==> src/hdl/isd_pkg.sv <==
// ----------------------------------------------------------------------------
// isd_pkg
// Shared types and constants of the imu shake detector.
// ----------------------------------------------------------------------------
package isd_pkg;

   // low bits of each sample field that carry the value, sign-extended from there
   localparam int SAMPLE_WIDTH = 16;

   localparam logic [15:0] ONE_G = 16'd8192;

   localparam int CSR_INDEX_WIDTH = 3;

   localparam logic [CSR_INDEX_WIDTH-1:0] CSR_ENABLE       = 3'd0;
   localparam logic [CSR_INDEX_WIDTH-1:0] CSR_COOLDOWN     = 3'd1;
   localparam logic [CSR_INDEX_WIDTH-1:0] CSR_DELTA_THR    = 3'd2;
   localparam logic [CSR_INDEX_WIDTH-1:0] CSR_CHANGE_THR   = 3'd3;
   localparam logic [CSR_INDEX_WIDTH-1:0] CSR_GYRO_THR     = 3'd4;

   localparam logic [15:0] COOLDOWN_RESET   = 16'd500;
   localparam logic [15:0] DELTA_THR_RESET  = 16'd4096;
   localparam logic [15:0] CHANGE_THR_RESET = 16'd4096;
   localparam logic [15:0] GYRO_THR_RESET   = 16'd16384;

   // multiplier operand order: three accel squares, three gyro squares, threshold square
   localparam int NUM_PRODUCTS = 7;
   localparam logic [2:0] LAST_PRODUCT = 3'd6;
   localparam logic [2:0] LAST_ACCEL   = 3'd2;
   localparam logic [2:0] LAST_GYRO    = 3'd5;
   localparam logic [3:0] SQUARE_LAST  = 4'd7;
   localparam logic [3:0] ROOT_LAST    = 4'd15;

   typedef struct packed {
      logic        enable;
      logic [15:0] cooldown_ms;
      logic [15:0] accel_delta_threshold;
      logic [15:0] accel_change_threshold;
      logic [15:0] gyro_threshold;
   } cfg_type;

   typedef struct packed {
      logic       capture;
      logic       mul_en;
      logic [2:0] mul_sel;
      logic       acc_en;
      logic [2:0] acc_sel;
      logic       root_init;
      logic       root_en;
      logic       load_out;
   } cmd_type;

endpackage

==> src/hdl/isd_ctrl.sv <==
// ----------------------------------------------------------------------------
// isd_ctrl
// Sequencer: capture, squaring steps, square-root steps, result load.
// ----------------------------------------------------------------------------
module isd_ctrl
   import isd_pkg::*;
(
   input  logic    clock,
   input  logic    reset,
   input  logic    enable,
   input  logic    req_valid,
   output logic    req_stall,
   output logic    rsp_valid,
   input  logic    rsp_stall,
   output cmd_type cmd
);

   typedef enum logic [3:0] {
      S_IDLE   = 4'b0001,
      S_SQUARE = 4'b0010,
      S_ROOT   = 4'b0100,
      S_FINISH = 4'b1000
   } state_type;

   state_type  state_ff, state_in;
   logic [3:0] cnt_ff, cnt_in;
   logic       rsp_valid_ff, rsp_valid_in;
   logic       accept;
   logic       out_free;

   assign req_stall = (state_ff != S_IDLE);
   assign accept    = req_valid && !req_stall;
   assign out_free  = !rsp_valid_ff || !rsp_stall;
   assign rsp_valid = rsp_valid_ff;

   always_comb begin
      state_in      = state_ff;
      cnt_in        = cnt_ff;
      cmd           = '0;
      cmd.capture   = accept;
      case (state_ff)
         S_IDLE: begin
            cnt_in = '0;
            if (accept) begin
               state_in = enable ? S_SQUARE : S_FINISH;
            end
         end
         S_SQUARE: begin
            // product of step n is accumulated in step n+1
            cmd.mul_en  = (cnt_ff[2:0] <= LAST_PRODUCT);
            cmd.mul_sel = cnt_ff[2:0];
            cmd.acc_en  = (cnt_ff != '0);
            cmd.acc_sel = cnt_ff[2:0] - 3'd1;
            cnt_in      = cnt_ff + 4'd1;
            if (cnt_ff == SQUARE_LAST) begin
               cmd.root_init = 1'b1;
               cnt_in        = '0;
               state_in      = S_ROOT;
            end
         end
         S_ROOT: begin
            cmd.root_en = 1'b1;
            cnt_in      = cnt_ff + 4'd1;
            if (cnt_ff == ROOT_LAST) begin
               state_in = S_FINISH;
            end
         end
         S_FINISH: begin
            if (out_free) begin
               cmd.load_out = 1'b1;
               state_in     = S_IDLE;
            end
         end
         default: begin
            state_in = S_IDLE;
         end
      endcase
   end

   always_comb begin
      rsp_valid_in = rsp_valid_ff;
      if (cmd.load_out) begin
         rsp_valid_in = 1'b1;
      end else if (!rsp_stall) begin
         rsp_valid_in = 1'b0;
      end
   end

   always_ff @(posedge clock) begin
      if (reset) begin
         state_ff     <= S_IDLE;
         cnt_ff       <= '0;
         rsp_valid_ff <= 1'b0;
      end else begin
         state_ff     <= state_in;
         cnt_ff       <= cnt_in;
         rsp_valid_ff <= rsp_valid_in;
      end
   end

endmodule

==> src/hdl/isd_dp.sv <==
// ----------------------------------------------------------------------------
// isd_dp
// Datapath: sample registers, shared multiplier, bit-pair square root,
// threshold tests, detector state and result register.
// ----------------------------------------------------------------------------
module isd_dp
   import isd_pkg::*;
(
   input  logic        clock,
   input  logic        reset,
   input  cfg_type     cfg,
   input  cmd_type     cmd,
   input  logic [15:0] req_accel_x,
   input  logic [15:0] req_accel_y,
   input  logic [15:0] req_accel_z,
   input  logic [15:0] req_gyro_x,
   input  logic [15:0] req_gyro_y,
   input  logic [15:0] req_gyro_z,
   input  logic [31:0] req_now_ms,
   output logic        rsp_shake,
   output logic        rsp_strong_accel,
   output logic        rsp_strong_gyro,
   output logic        rsp_cooling_down,
   output logic [15:0] rsp_accel_magnitude
);

   function automatic logic [15:0] sample_abs(input logic [15:0] raw);
      logic signed [16:0] v;
      logic        [16:0] m;
      v = signed'({{(17 - SAMPLE_WIDTH){raw[SAMPLE_WIDTH-1]}}, raw[SAMPLE_WIDTH-1:0]});
      m = v[16] ? 17'(-v) : 17'(v);
      return m[15:0];
   endfunction

   logic [15:0] smp_ff [NUM_PRODUCTS-1];
   logic [31:0] now_ff;

   logic [15:0] mul_op;
   logic [31:0] prod_ff;
   logic [31:0] asum_ff, gsum_ff, gthr_ff;

   logic [31:0] x_ff, root_ff, bit_ff;
   logic [32:0] trial;

   logic [15:0] prev_mag_ff;
   logic        have_ff;
   logic [31:0] last_ff;

   logic [15:0] mag;
   logic [15:0] delta, change, prev_diff;
   logic [31:0] elapsed;
   logic        strong_accel, strong_gyro, cooling, shake;

   always_ff @(posedge clock) begin
      if (cmd.capture) begin
         smp_ff[0] <= sample_abs(req_accel_x);
         smp_ff[1] <= sample_abs(req_accel_y);
         smp_ff[2] <= sample_abs(req_accel_z);
         smp_ff[3] <= sample_abs(req_gyro_x);
         smp_ff[4] <= sample_abs(req_gyro_y);
         smp_ff[5] <= sample_abs(req_gyro_z);
         now_ff    <= req_now_ms;
      end
   end

   // one 16x16 multiplier serves all seven squares
   always_comb begin
      if (cmd.mul_sel == LAST_PRODUCT) begin
         mul_op = cfg.gyro_threshold;
      end else begin
         mul_op = smp_ff[cmd.mul_sel];
      end
   end

   always_ff @(posedge clock) begin
      if (cmd.mul_en) begin
         prod_ff <= 32'(mul_op) * 32'(mul_op);
      end
      if (cmd.capture) begin
         asum_ff <= '0;
         gsum_ff <= '0;
      end else if (cmd.acc_en) begin
         if (cmd.acc_sel <= LAST_ACCEL) begin
            asum_ff <= asum_ff + prod_ff;
         end else if (cmd.acc_sel <= LAST_GYRO) begin
            gsum_ff <= gsum_ff + prod_ff;
         end else begin
            gthr_ff <= prod_ff;
         end
      end
   end

   // floor square root, two radicand bits per step
   assign trial = {1'b0, root_ff} + {1'b0, bit_ff};

   always_ff @(posedge clock) begin
      if (cmd.root_init) begin
         x_ff    <= asum_ff;
         root_ff <= '0;
         bit_ff  <= 32'h4000_0000;
      end else if (cmd.root_en) begin
         if ({1'b0, x_ff} >= trial) begin
            x_ff    <= x_ff - trial[31:0];
            root_ff <= (root_ff >> 1) + bit_ff;
         end else begin
            root_ff <= root_ff >> 1;
         end
         bit_ff <= bit_ff >> 2;
      end
   end

   assign mag       = root_ff[15:0];
   assign delta     = (mag > ONE_G) ? (mag - ONE_G) : (ONE_G - mag);
   assign prev_diff = (mag > prev_mag_ff) ? (mag - prev_mag_ff) : (prev_mag_ff - mag);
   assign change    = have_ff ? prev_diff : '0;
   assign elapsed   = now_ff - last_ff;

   assign strong_accel = (delta > cfg.accel_delta_threshold) ||
                         (change > cfg.accel_change_threshold);
   assign strong_gyro  = gsum_ff > gthr_ff;
   assign cooling      = elapsed < {16'd0, cfg.cooldown_ms};
   assign shake        = !cooling && (strong_accel || strong_gyro);

   always_ff @(posedge clock) begin
      if (reset) begin
         prev_mag_ff <= ONE_G;
         have_ff     <= 1'b0;
         last_ff     <= '0;
      end else if (cmd.load_out && cfg.enable) begin
         prev_mag_ff <= mag;
         have_ff     <= 1'b1;
         if (shake) begin
            last_ff <= now_ff;
         end
      end
   end

   always_ff @(posedge clock) begin
      if (cmd.load_out) begin
         rsp_shake           <= cfg.enable && shake;
         rsp_strong_accel    <= cfg.enable && strong_accel;
         rsp_strong_gyro     <= cfg.enable && strong_gyro;
         rsp_cooling_down    <= cfg.enable && cooling;
         rsp_accel_magnitude <= cfg.enable ? mag : '0;
      end
   end

endmodule

==> src/hdl/imu_shake_detector.sv <==
// ----------------------------------------------------------------------------
// imu_shake_detector
// Shake detector for six-axis IMU samples with cooldown after each shake.
// ----------------------------------------------------------------------------
// An enabled sample runs through the squaring steps on the single shared
// 16x16 multiplier (six squares plus the gyro threshold square, each product
// summed in the step after it is formed), the two-bits-per-step square-root
// unit, a finish state that tests and loads the result register, and the idle
// state in which the next sample is taken. While enable is clear a sample
// goes straight to the finish state and returns an all-zero result. A new
// sample is accepted while the previous result still waits in the output
// register; its own result then holds in the finish state until that
// register frees. Every sample yields exactly one result beat.
// csr_ready is always high.
module imu_shake_detector
   import isd_pkg::*;
(
   input  logic                       clock,
   input  logic                       reset,
   input  logic                       req_valid,
   output logic                       req_stall,
   input  logic [15:0]                req_accel_x,
   input  logic [15:0]                req_accel_y,
   input  logic [15:0]                req_accel_z,
   input  logic [15:0]                req_gyro_x,
   input  logic [15:0]                req_gyro_y,
   input  logic [15:0]                req_gyro_z,
   input  logic [31:0]                req_now_ms,
   output logic                       rsp_valid,
   input  logic                       rsp_stall,
   output logic                       rsp_shake,
   output logic                       rsp_strong_accel,
   output logic                       rsp_strong_gyro,
   output logic                       rsp_cooling_down,
   output logic [15:0]                rsp_accel_magnitude,
   input  logic                       csr_valid,
   output logic                       csr_ready,
   input  logic [CSR_INDEX_WIDTH-1:0] csr_index,
   input  logic [15:0]                csr_data
);

   cfg_type cfg_ff, cfg_in;
   cmd_type cmd;

   assign csr_ready = 1'b1;

   always_comb begin
      cfg_in = cfg_ff;
      if (csr_valid && csr_ready) begin
         case (csr_index)
            CSR_ENABLE:     cfg_in.enable                 = csr_data[0];
            CSR_COOLDOWN:   cfg_in.cooldown_ms            = csr_data;
            CSR_DELTA_THR:  cfg_in.accel_delta_threshold  = csr_data;
            CSR_CHANGE_THR: cfg_in.accel_change_threshold = csr_data;
            CSR_GYRO_THR:   cfg_in.gyro_threshold         = csr_data;
            default: begin
               cfg_in = cfg_ff;
            end
         endcase
      end
   end

   always_ff @(posedge clock) begin
      if (reset) begin
         cfg_ff.enable                 <= 1'b0;
         cfg_ff.cooldown_ms            <= COOLDOWN_RESET;
         cfg_ff.accel_delta_threshold  <= DELTA_THR_RESET;
         cfg_ff.accel_change_threshold <= CHANGE_THR_RESET;
         cfg_ff.gyro_threshold         <= GYRO_THR_RESET;
      end else begin
         cfg_ff <= cfg_in;
      end
   end

   isd_ctrl u_ctrl (
      .clock     (clock),
      .reset     (reset),
      .enable    (cfg_ff.enable),
      .req_valid (req_valid),
      .req_stall (req_stall),
      .rsp_valid (rsp_valid),
      .rsp_stall (rsp_stall),
      .cmd       (cmd)
   );

   isd_dp u_dp (
      .clock               (clock),
      .reset               (reset),
      .cfg                 (cfg_ff),
      .cmd                 (cmd),
      .req_accel_x         (req_accel_x),
      .req_accel_y         (req_accel_y),
      .req_accel_z         (req_accel_z),
      .req_gyro_x          (req_gyro_x),
      .req_gyro_y          (req_gyro_y),
      .req_gyro_z          (req_gyro_z),
      .req_now_ms          (req_now_ms),
      .rsp_shake           (rsp_shake),
      .rsp_strong_accel    (rsp_strong_accel),
      .rsp_strong_gyro     (rsp_strong_gyro),
      .rsp_cooling_down    (rsp_cooling_down),
      .rsp_accel_magnitude (rsp_accel_magnitude)
   );

`ifndef ASSERT_OFF
   // an accepted beat keeps the input side busy in the cycle after it
   a_busy_after_accept: assert property (@(posedge clock) disable iff (reset)
      req_valid && !req_stall |=> req_stall)
      else $error("input accepted again right after a beat");

   // a shake needs a passing test outside the cooldown window
   a_shake_consistent: assert property (@(posedge clock) disable iff (reset)
      rsp_valid && rsp_shake |-> (rsp_strong_accel || rsp_strong_gyro) && !rsp_cooling_down)
      else $error("shake reported without cause or inside cooldown");

   // result register loads only when empty or drained on the same edge
   a_load_needs_free_out: assert property (@(posedge clock) disable iff (reset)
      cmd.load_out |-> !rsp_valid || !rsp_stall)
      else $error("result register overwritten while held");
`endif

endmodule

==> config.mk <==
export PLATFORM = sky130hd
export DESIGN_NAME = imu_shake_detector
export DESIGN_NICKNAME = d
export VERILOG_FILES = /design/src/hdl/isd_pkg.sv /design/src/hdl/isd_ctrl.sv /design/src/hdl/isd_dp.sv /design/src/hdl/imu_shake_detector.sv
export SDC_FILE = /design/constraint.sdc
export NUM_CORES = 2
export LEC_CHECK = 0
export ABC_AREA = 1
export BUFFER_PORTS_ARGS = -buffer_cell sky130_fd_sc_hd__buf_2
export CORE_MARGIN = 2
export CORE_UTILIZATION = 40
export DETAILED_ROUTE_END_ITERATION = 6
export PLACE_DENSITY = 0.62
export SYNTH_ARGS = -nofsm -noshare
export SYNTH_HDL_FRONTEND = slang
export SYNTH_SLANG_ARGS = --single-unit
==> constraint.sdc <==
create_clock -name clock -period 10.8 [get_ports clock]
set_input_delay 0.54 -clock clock [delete_from_list [all_inputs] [get_ports clock]]
set_output_delay 0.54 -clock clock [all_outputs]
set_load 0.01 [all_outputs]
# --- Yosys cells after proc, flatten, opt, wreduce, memory -nomap -nowiden ---
# Memory sizes are Yosys's and may differ from the RTL's.
# Cells that the tools add are included.
classes:
  bitwise: 3
  n_reduce_logical: 30
  muxes: 31
  n_addsub: 18
  n_lt_le_gt_ge: 10
  multipliers: 1
  div: 0
  shift: 0
  eq_ne: 17
op_table:
  columns: ["cell", "count"]
  rows:
  - ["$mux 16", 10]
  - ["$mux 32", 4]
  - ["$neg 16->16", 6]
  - ["$add 32x32->32", 2]
  - ["$sub 32x32->32", 2]
  - ["$gt 16x16->1", 3]
  - ["$add 32x31->33", 1]
  - ["$ge 32x33->1", 1]
  - ["$add 31x31->32", 1]
  - ["$gt 32x32->1", 1]
  - ["$lt 32x16->1", 1]
  - ["$mul 16x16->32", 1]
  - ["$sub 16x16->16", 2]
  - ["$mux 4", 6]
  - ["$gt 16x14->1 const B", 1]
  - ["$pmux 4 s4", 1]
  - ["$reduce_and 2->1", 8]
  - ["$sub 14x16->16 const A", 1]
  - ["$sub 16x14->16 const B", 1]
  - ["$pmux 4 s3", 1]
  - ["$ne 2x1->1 const B", 5]
  - ["$mux 9", 1]
  - ["$eq 4x3->1 const B", 2]
  - ["$eq 4x4->1 const B", 2]
  - ["21 further kinds", 46]
totals:
  elab_cells: 135
  regBits: 383
  latchBits: 0
  mem_bits_ro: 0
  inputBits: 152
  mem_bits_rw: 96
  memories: 1
mem_list:
  columns: ["memory", "depth", "word_bits", "rd", "rd_ports_with_merged_regs", "write_ports", "line", "text"]
  rows:
  - ["u_dp.smp_ff", 6, 16, 1, 0, 6, "isd_dp.sv:35", "logic [15:0] smp_ff [NUM_PRODUCTS-1];"]

# --- Longest topological paths before layout ---
depth:
  ltp_word: 8
  mapped_depth: 38

# --- Hierarchy ---
# A second synthesis with hierarchy kept.
hier_totals:
  cells_unflattened: 5646
  area_unflattened_um2: 41579.9
modules_own_cells:
  columns: ["module", "seq_area_each_um2", "area_each_um2", "cells_per_inst", "instances"]
  rows:
  - ["isd_dp", 10490.1, 38299.2, 5174, 1]
  - ["imu_shake_detector", 1301.2, 2668.8, 377, 1]
  - ["isd_ctrl", 180.2, 611.8, 95, 1]

# --- Worst setup path after synthesis ---
# OpenSTA, ideal clock, no wires.
synth_timing:
  path_kind: "register to register"
  from: "reg u_ctrl.state_ff[3]"
  to: "reg u_dp.prod_ff[28] (data pin)"
  path_stages_with_launch: 37
  path_buffers: 2
  setup_slack_ns: 3.671
  arrival_ns: 6.877
  cell_sequence: "dfxtp_1 -> nor2_2 -> nand3_4 -> nor2_4 -> inv_2 -> buf_2 -> nand2_1 -> nand3_1 -> a311o_1 -> o21a_1 -> buf_2 -> inv_2 -> nor2_1 -> fa_1 -> inv_1 -> fa_1 -> inv_1 -> fa_1 -> inv_1 -> fa_1 -> inv_1 -> fa_1 -> inv_1 -> fa_1 -> inv_1 -> ha_1 -> a21o_1 -> a31oi_1 -> nand2_1 -> a31oi_1 -> o21bai_1 -> a21boi_0 -> o21ai_0 -> nand2_1 -> nand2_1 -> nand2_1 -> nand2_1"
synth_via:
  elab_chain_len: 5
  word_cells_on_any_way: 6
  cone_classes: "mul (1); eq/ne (2); mux (2); memory (1)"
synth_lines:
  columns: ["element", "line", "text"]
  rows:
  - ["start: declaration", "isd_ctrl.sv:25", "state_type state_ff, state_in;"]
  - ["start signal: assignment", "isd_ctrl.sv:95", "state_ff <= state_in;"]
  - ["$eq 4x2->1 *", "isd_ctrl.sv:41", "case (state_ff)"]
  - ["$mux 9 *", "isd_ctrl.sv:41", null]
  - ["$mem_v2 6x16 or $eq 3x3->1 (tied branches)", null, null]
  - ["$mux 16 *", "isd_dp.sv:68", "if (cmd.mul_sel == LAST_PRODUCT) begin"]
  - ["$mul 16x16->32 *", "isd_dp.sv:77", "prod_ff <= 32'(mul_op) * 32'(mul_op);"]
  - ["end signal: assignment", "isd_dp.sv:77", null]
  - ["end: declaration", "isd_dp.sv:39", "logic [31:0] prod_ff;"]
# Every way passes the cells marked *; elsewhere a longest branch is shown, timed or not.
# A chain may end at the register's enable or synchronous reset.

# --- Final worst setup path ---
layout_timing:
  from: "reg u_ctrl.cnt_ff[0]"
  to: "reg u_dp.prod_ff[28] (data pin)"
layout_via:
  elab_chain_len: 4
  word_cells_on_any_way: 5
  cone_classes: "mul (1); eq/ne (1); mux (2); memory (1)"
layout_lines:
  columns: ["element", "line", "text"]
  rows:
  - ["start: declaration", "isd_ctrl.sv:26", "logic [3:0] cnt_ff, cnt_in;"]
  - ["start signal: assignment", "isd_ctrl.sv:96", "cnt_ff <= cnt_in;"]
  - ["$mux 9 *", "isd_ctrl.sv:41", null]
  - ["$mem_v2 6x16 or $eq 3x3->1 (tied branches)", null, null]
  - ["$mux 16 *", "isd_dp.sv:68", null]
  - ["$mul 16x16->32 *", "isd_dp.sv:77", null]
# Marked as above.

==> qor.yml <==
status: "finished clean"
hpwlAfterDp_microns: 94400
synth-seq-cells: 477
worstHoldPathType: "input port to flop"
gr-usage-met3_pct: 3.08
globalRouteMet1Util_pct: 31.7
syn-num-nets: 6168
synth_cell_types: 69
cts_resized: 0
cp-end-kind: "flop"
place.gp.congestion: 0.957
final_nets: 6313
synth_cells: 5470
synthArstFlopShare_pct: 0
syn_area_per_cell_sq_um: 7.48
final_cell_count_no_fill: 7035
clk_pin_slew_ns: 0.06
min_to: "u_dp.smp_ff[1][0]"
drive_gt1_share_pct: 6.46
synth_edf_count: 242
drc: 0
hold_start: "req_accel_y[0]"
drv_slew: 0
synth_warnings: 0
routedWlPerCell_microns: 16.8
critical_path_class: "flop to flop"
fin_crit_ns: 9.26
hold-path-cell-count: 1
vias: 35700
gr-total-overflow: 0
critPathArrivalTime_ns: 9.69
cp_max_fo: 48
seq_area_frac_synth_pct: 29.3
crit_family: "adder cells"
vias_per_cell: 5.07
fillers: 10500
hold_slack_ns: 0.0489
final_antenna_net_count: 0
placed_area_sq_um: 43000
die_y_microns: 324
final.setup.tns_ns: 0
crit_buf_inv: 9
fin_skew_ns: 0.0486
cts_tree: "yes"
critPathMaxStageDelay_ns: 0.84
h-tree-depth: 2
r2r_cells: 33
period_share_pct: 85.7
multi_input_area_sq_um: 24500
r2r_end: "u_dp.prod_ff[28]"
clock_latency_ns: 0.70
clock_sink_count: 477
pin_count: 175
cts_buffer_depth: 3
max-cap-violations: 0
maxSlewHeadroom_pct: 17.8
cts_made_buffers: 58
core_area_sq_um: 102000
drt_first_iter_violations: 2794
setup_viol: 0
hold_viol_final: 0
ir_drop_uv: 663
port_buffers: 173
antenna_found_initial: 6
placed_cells: 6891
worst_pin_slew_ns: 1.23
startpoint_type: "flop"
drt-total-wl_microns: 118000
ff2ff_setup_slack_ns: 1.54
grt_pass1_vias: 34100
track_usage_pct: 22.6
path_common_cell: "inv_1"
leakage_nw: 21.9
grt_pass1_wl_microns: 188000
post-route-cell-area_sq_um: 45400
crit_path_top_delay_cell: "dfxtp_1"
fp-row-count: 117
drtPass1Iterations: 6
busiest_layer: "met2"
crit_required_ns: 11.23
die_w_microns: 324
powerDensity_nw_per_um2: 280
clock-root-buffer: "clkbuf_16"
rsz0062_at_grt: "no"
grt_max_degree: 95
area_growth_pct: 11.0
fp.dieArea_sq_um: 105000
start_util_pct: 40.3
seq_area_sq_um: 12000
netlist_area_sq_um: 40900
regToRegStartpoint: "u_ctrl.cnt_ff[0]"
ys.flop_type: "edfxtp_1"
met2_usage_pct: 36.2
max_freq_mhz: 108
## placed cells by master (no fill, tap or decap), drive strengths merged, types with 18 or more instances in the layout
cell type / Yosys / layout
nor2: 520 / 520
nor4: 19 / 19
nand4: 75 / 75
a21oi: 395 / 395
buf: 65 / 193
clkbuf: 75 / 77
xnor2: 93 / 93
a21o: 19 / 19
ha: 378 / 378
o211ai: 28 / 28
nand2: 1160 / 1160
a31oi: 37 / 37
fa: 168 / 168
o21ai: 344 / 344
inv: 1007 / 1014
nand3: 209 / 209
dfxtp: 235 / 235
o21bai: 34 / 34
nor3: 55 / 55
xor2: 180 / 180
edfxtp: 242 / 242
clkinv: 7 / 21
o21a: 18 / 18
dlygate4sd3: 0 / 32
## per-layer routing
| layer | part of all wire, % | up-vias | routed length [microns] |
|---|---|---|---|
| li1 | - | 17900 | - |
| met1 | 47 | 16600 | 55900 |
| met2 | 44 | 945 | 52400 |
| met3 | 5.6 | 168 | 6650 |
| met4 | 2.8 | 0 | 3360 |
| met5 | 0 | - | 0 |
## Yosys cell counts, types with 6 or more instances
cell type | n | area share (%)
buf_6 | 11 | 0.30
a211oi_1 | 9 | 0.17
o21a_1 | 17 | 0.31
buf_4 | 12 | 0.22
fa_1 | 168 | 8.2
a31oi_1 | 37 | 0.57
o31ai_1 | 10 | 0.18
xor2_1 | 180 | 3.9
nor3_1 | 52 | 0.64
inv_2 | 16 | 0.15
nor2_1 | 509 | 4.7
nor2_2 | 7 | 0.11
ha_1 | 378 | 12
a21o_1 | 19 | 0.35
a21boi_0 | 7 | 0.13
o221ai_1 | 9 | 0.19
a21oi_1 | 394 | 4.8
and2_1 | 6 | 0.092
o21ai_0 | 333 | 4.1
buf_1 | 8 | 0.073
nor4_1 | 19 | 0.29
nand4_1 | 74 | 1.1
clkinv_1 | 6 | 0.055
inv_1 | 989 | 9.1
o211ai_1 | 28 | 0.51
a32o_1 | 8 | 0.20
o21bai_1 | 34 | 0.62
edfxtp_1 | 242 | 18
buf_2 | 34 | 0.42
xnor2_1 | 93 | 2.0
dfxtp_1 | 235 | 11
o21ai_1 | 9 | 0.11
or2_2 | 7 | 0.11
nand3b_1 | 13 | 0.24
clkbuf_1 | 74 | 0.68
nand3_1 | 205 | 2.5
nand2_1 | 1158 | 11
## worst register-to-register path, delay by kind of cell (launching register included)
kind	cells	cell delay (ns)
fa+ha+maj	7	3.41
simple gates	9	1.40
buf+inv	9	1.40
compound gates	8	1.96
flops	1	0.84
## registers in the layout, summed over array words and instances, names as in the netlist, 32 cells and up
signal        flops
u_dp.asum_ff     32
u_dp.gsum_ff     32
u_dp.x_ff        32
u_dp.last_ff     32
u_dp.now_ff      32
u_dp.root_ff     32
u_dp.smp_ff      96
cfg_ff           65
## metrics by stage
stage / utilization [%] / power (mW) / setup slack [ns]
2_1_floorplan: - / 8.49 / 3.67
3_3_place_gp: 42.3 / 10.5 / 1.78
3_5_place_dp: 42.3 / 10.6 / 1.70
4_1_cts: 44.7 / 12.8 / 1.60
5_1_grt: 44.7 / 14.0 / 0.960
6_report: 44.7 / 12.7 / 1.54
## what timing repair did
action / CTS / global route
setup buffers: 0 / 0
hold buffers: 32 / 0
endpoints found under the hold margin: 32 / 0
## power by group
part | leakage, nW | switching [mW] | internal (mW) | total, mW
clock | 1.03 | 0.872 | 1.27 | 2.14
sequential | 4.13 | 0.0903 | 2.43 | 2.52
combinational | 16.8 | 5.00 | 3.06 | 8.06
total | 21.9 | 5.96 | 6.76 | 12.7
## how the worst max path moves through the flow
stage               slack [ns]                to  depth (start not counted)                from
finish                    1.54  u_dp.prod_ff[28]                         33    u_ctrl.cnt_ff[0]
floorplan                 3.67  u_dp.prod_ff[28]                         36  u_ctrl.state_ff[3]
detailed placement        1.70  u_dp.prod_ff[28]                         33    u_ctrl.cnt_ff[0]
CTS                       1.60  u_dp.prod_ff[28]                         33    u_ctrl.cnt_ff[0]
global route              0.96  u_dp.prod_ff[28]                         33    u_ctrl.cnt_ff[0]
global placement          1.78  u_dp.prod_ff[28]                         33    u_ctrl.cnt_ff[0]
## cell families (layout without fill, tap and decap cells)
logic type,Yosys count,in the layout,synth area share (%)
buffers and inverters,1154,1347,11.0
flip-flops,477,477,29.3
multiplexers,1,1,0.0245
adder cells (fa/ha/maj),546,546,19.8
AND/OR/NAND/NOR,2069,2069,20.9
other,1,5,0.00916
XOR/XNOR,273,273,5.84
AO/OA/AOI/OAI,949,949,13.2
## cell type report
type                    count  area share [%]
diodes                      4          0.0220
clock buffers              77            3.76
clock inverters            31           0.914
inverters                1014            8.40
multi-input cells        3839            53.8
flip-flops and latches    477            26.3
well taps                1368            3.77
repair buffers            225            2.94
Note: power is estimated with default switching activity, not from simulation.
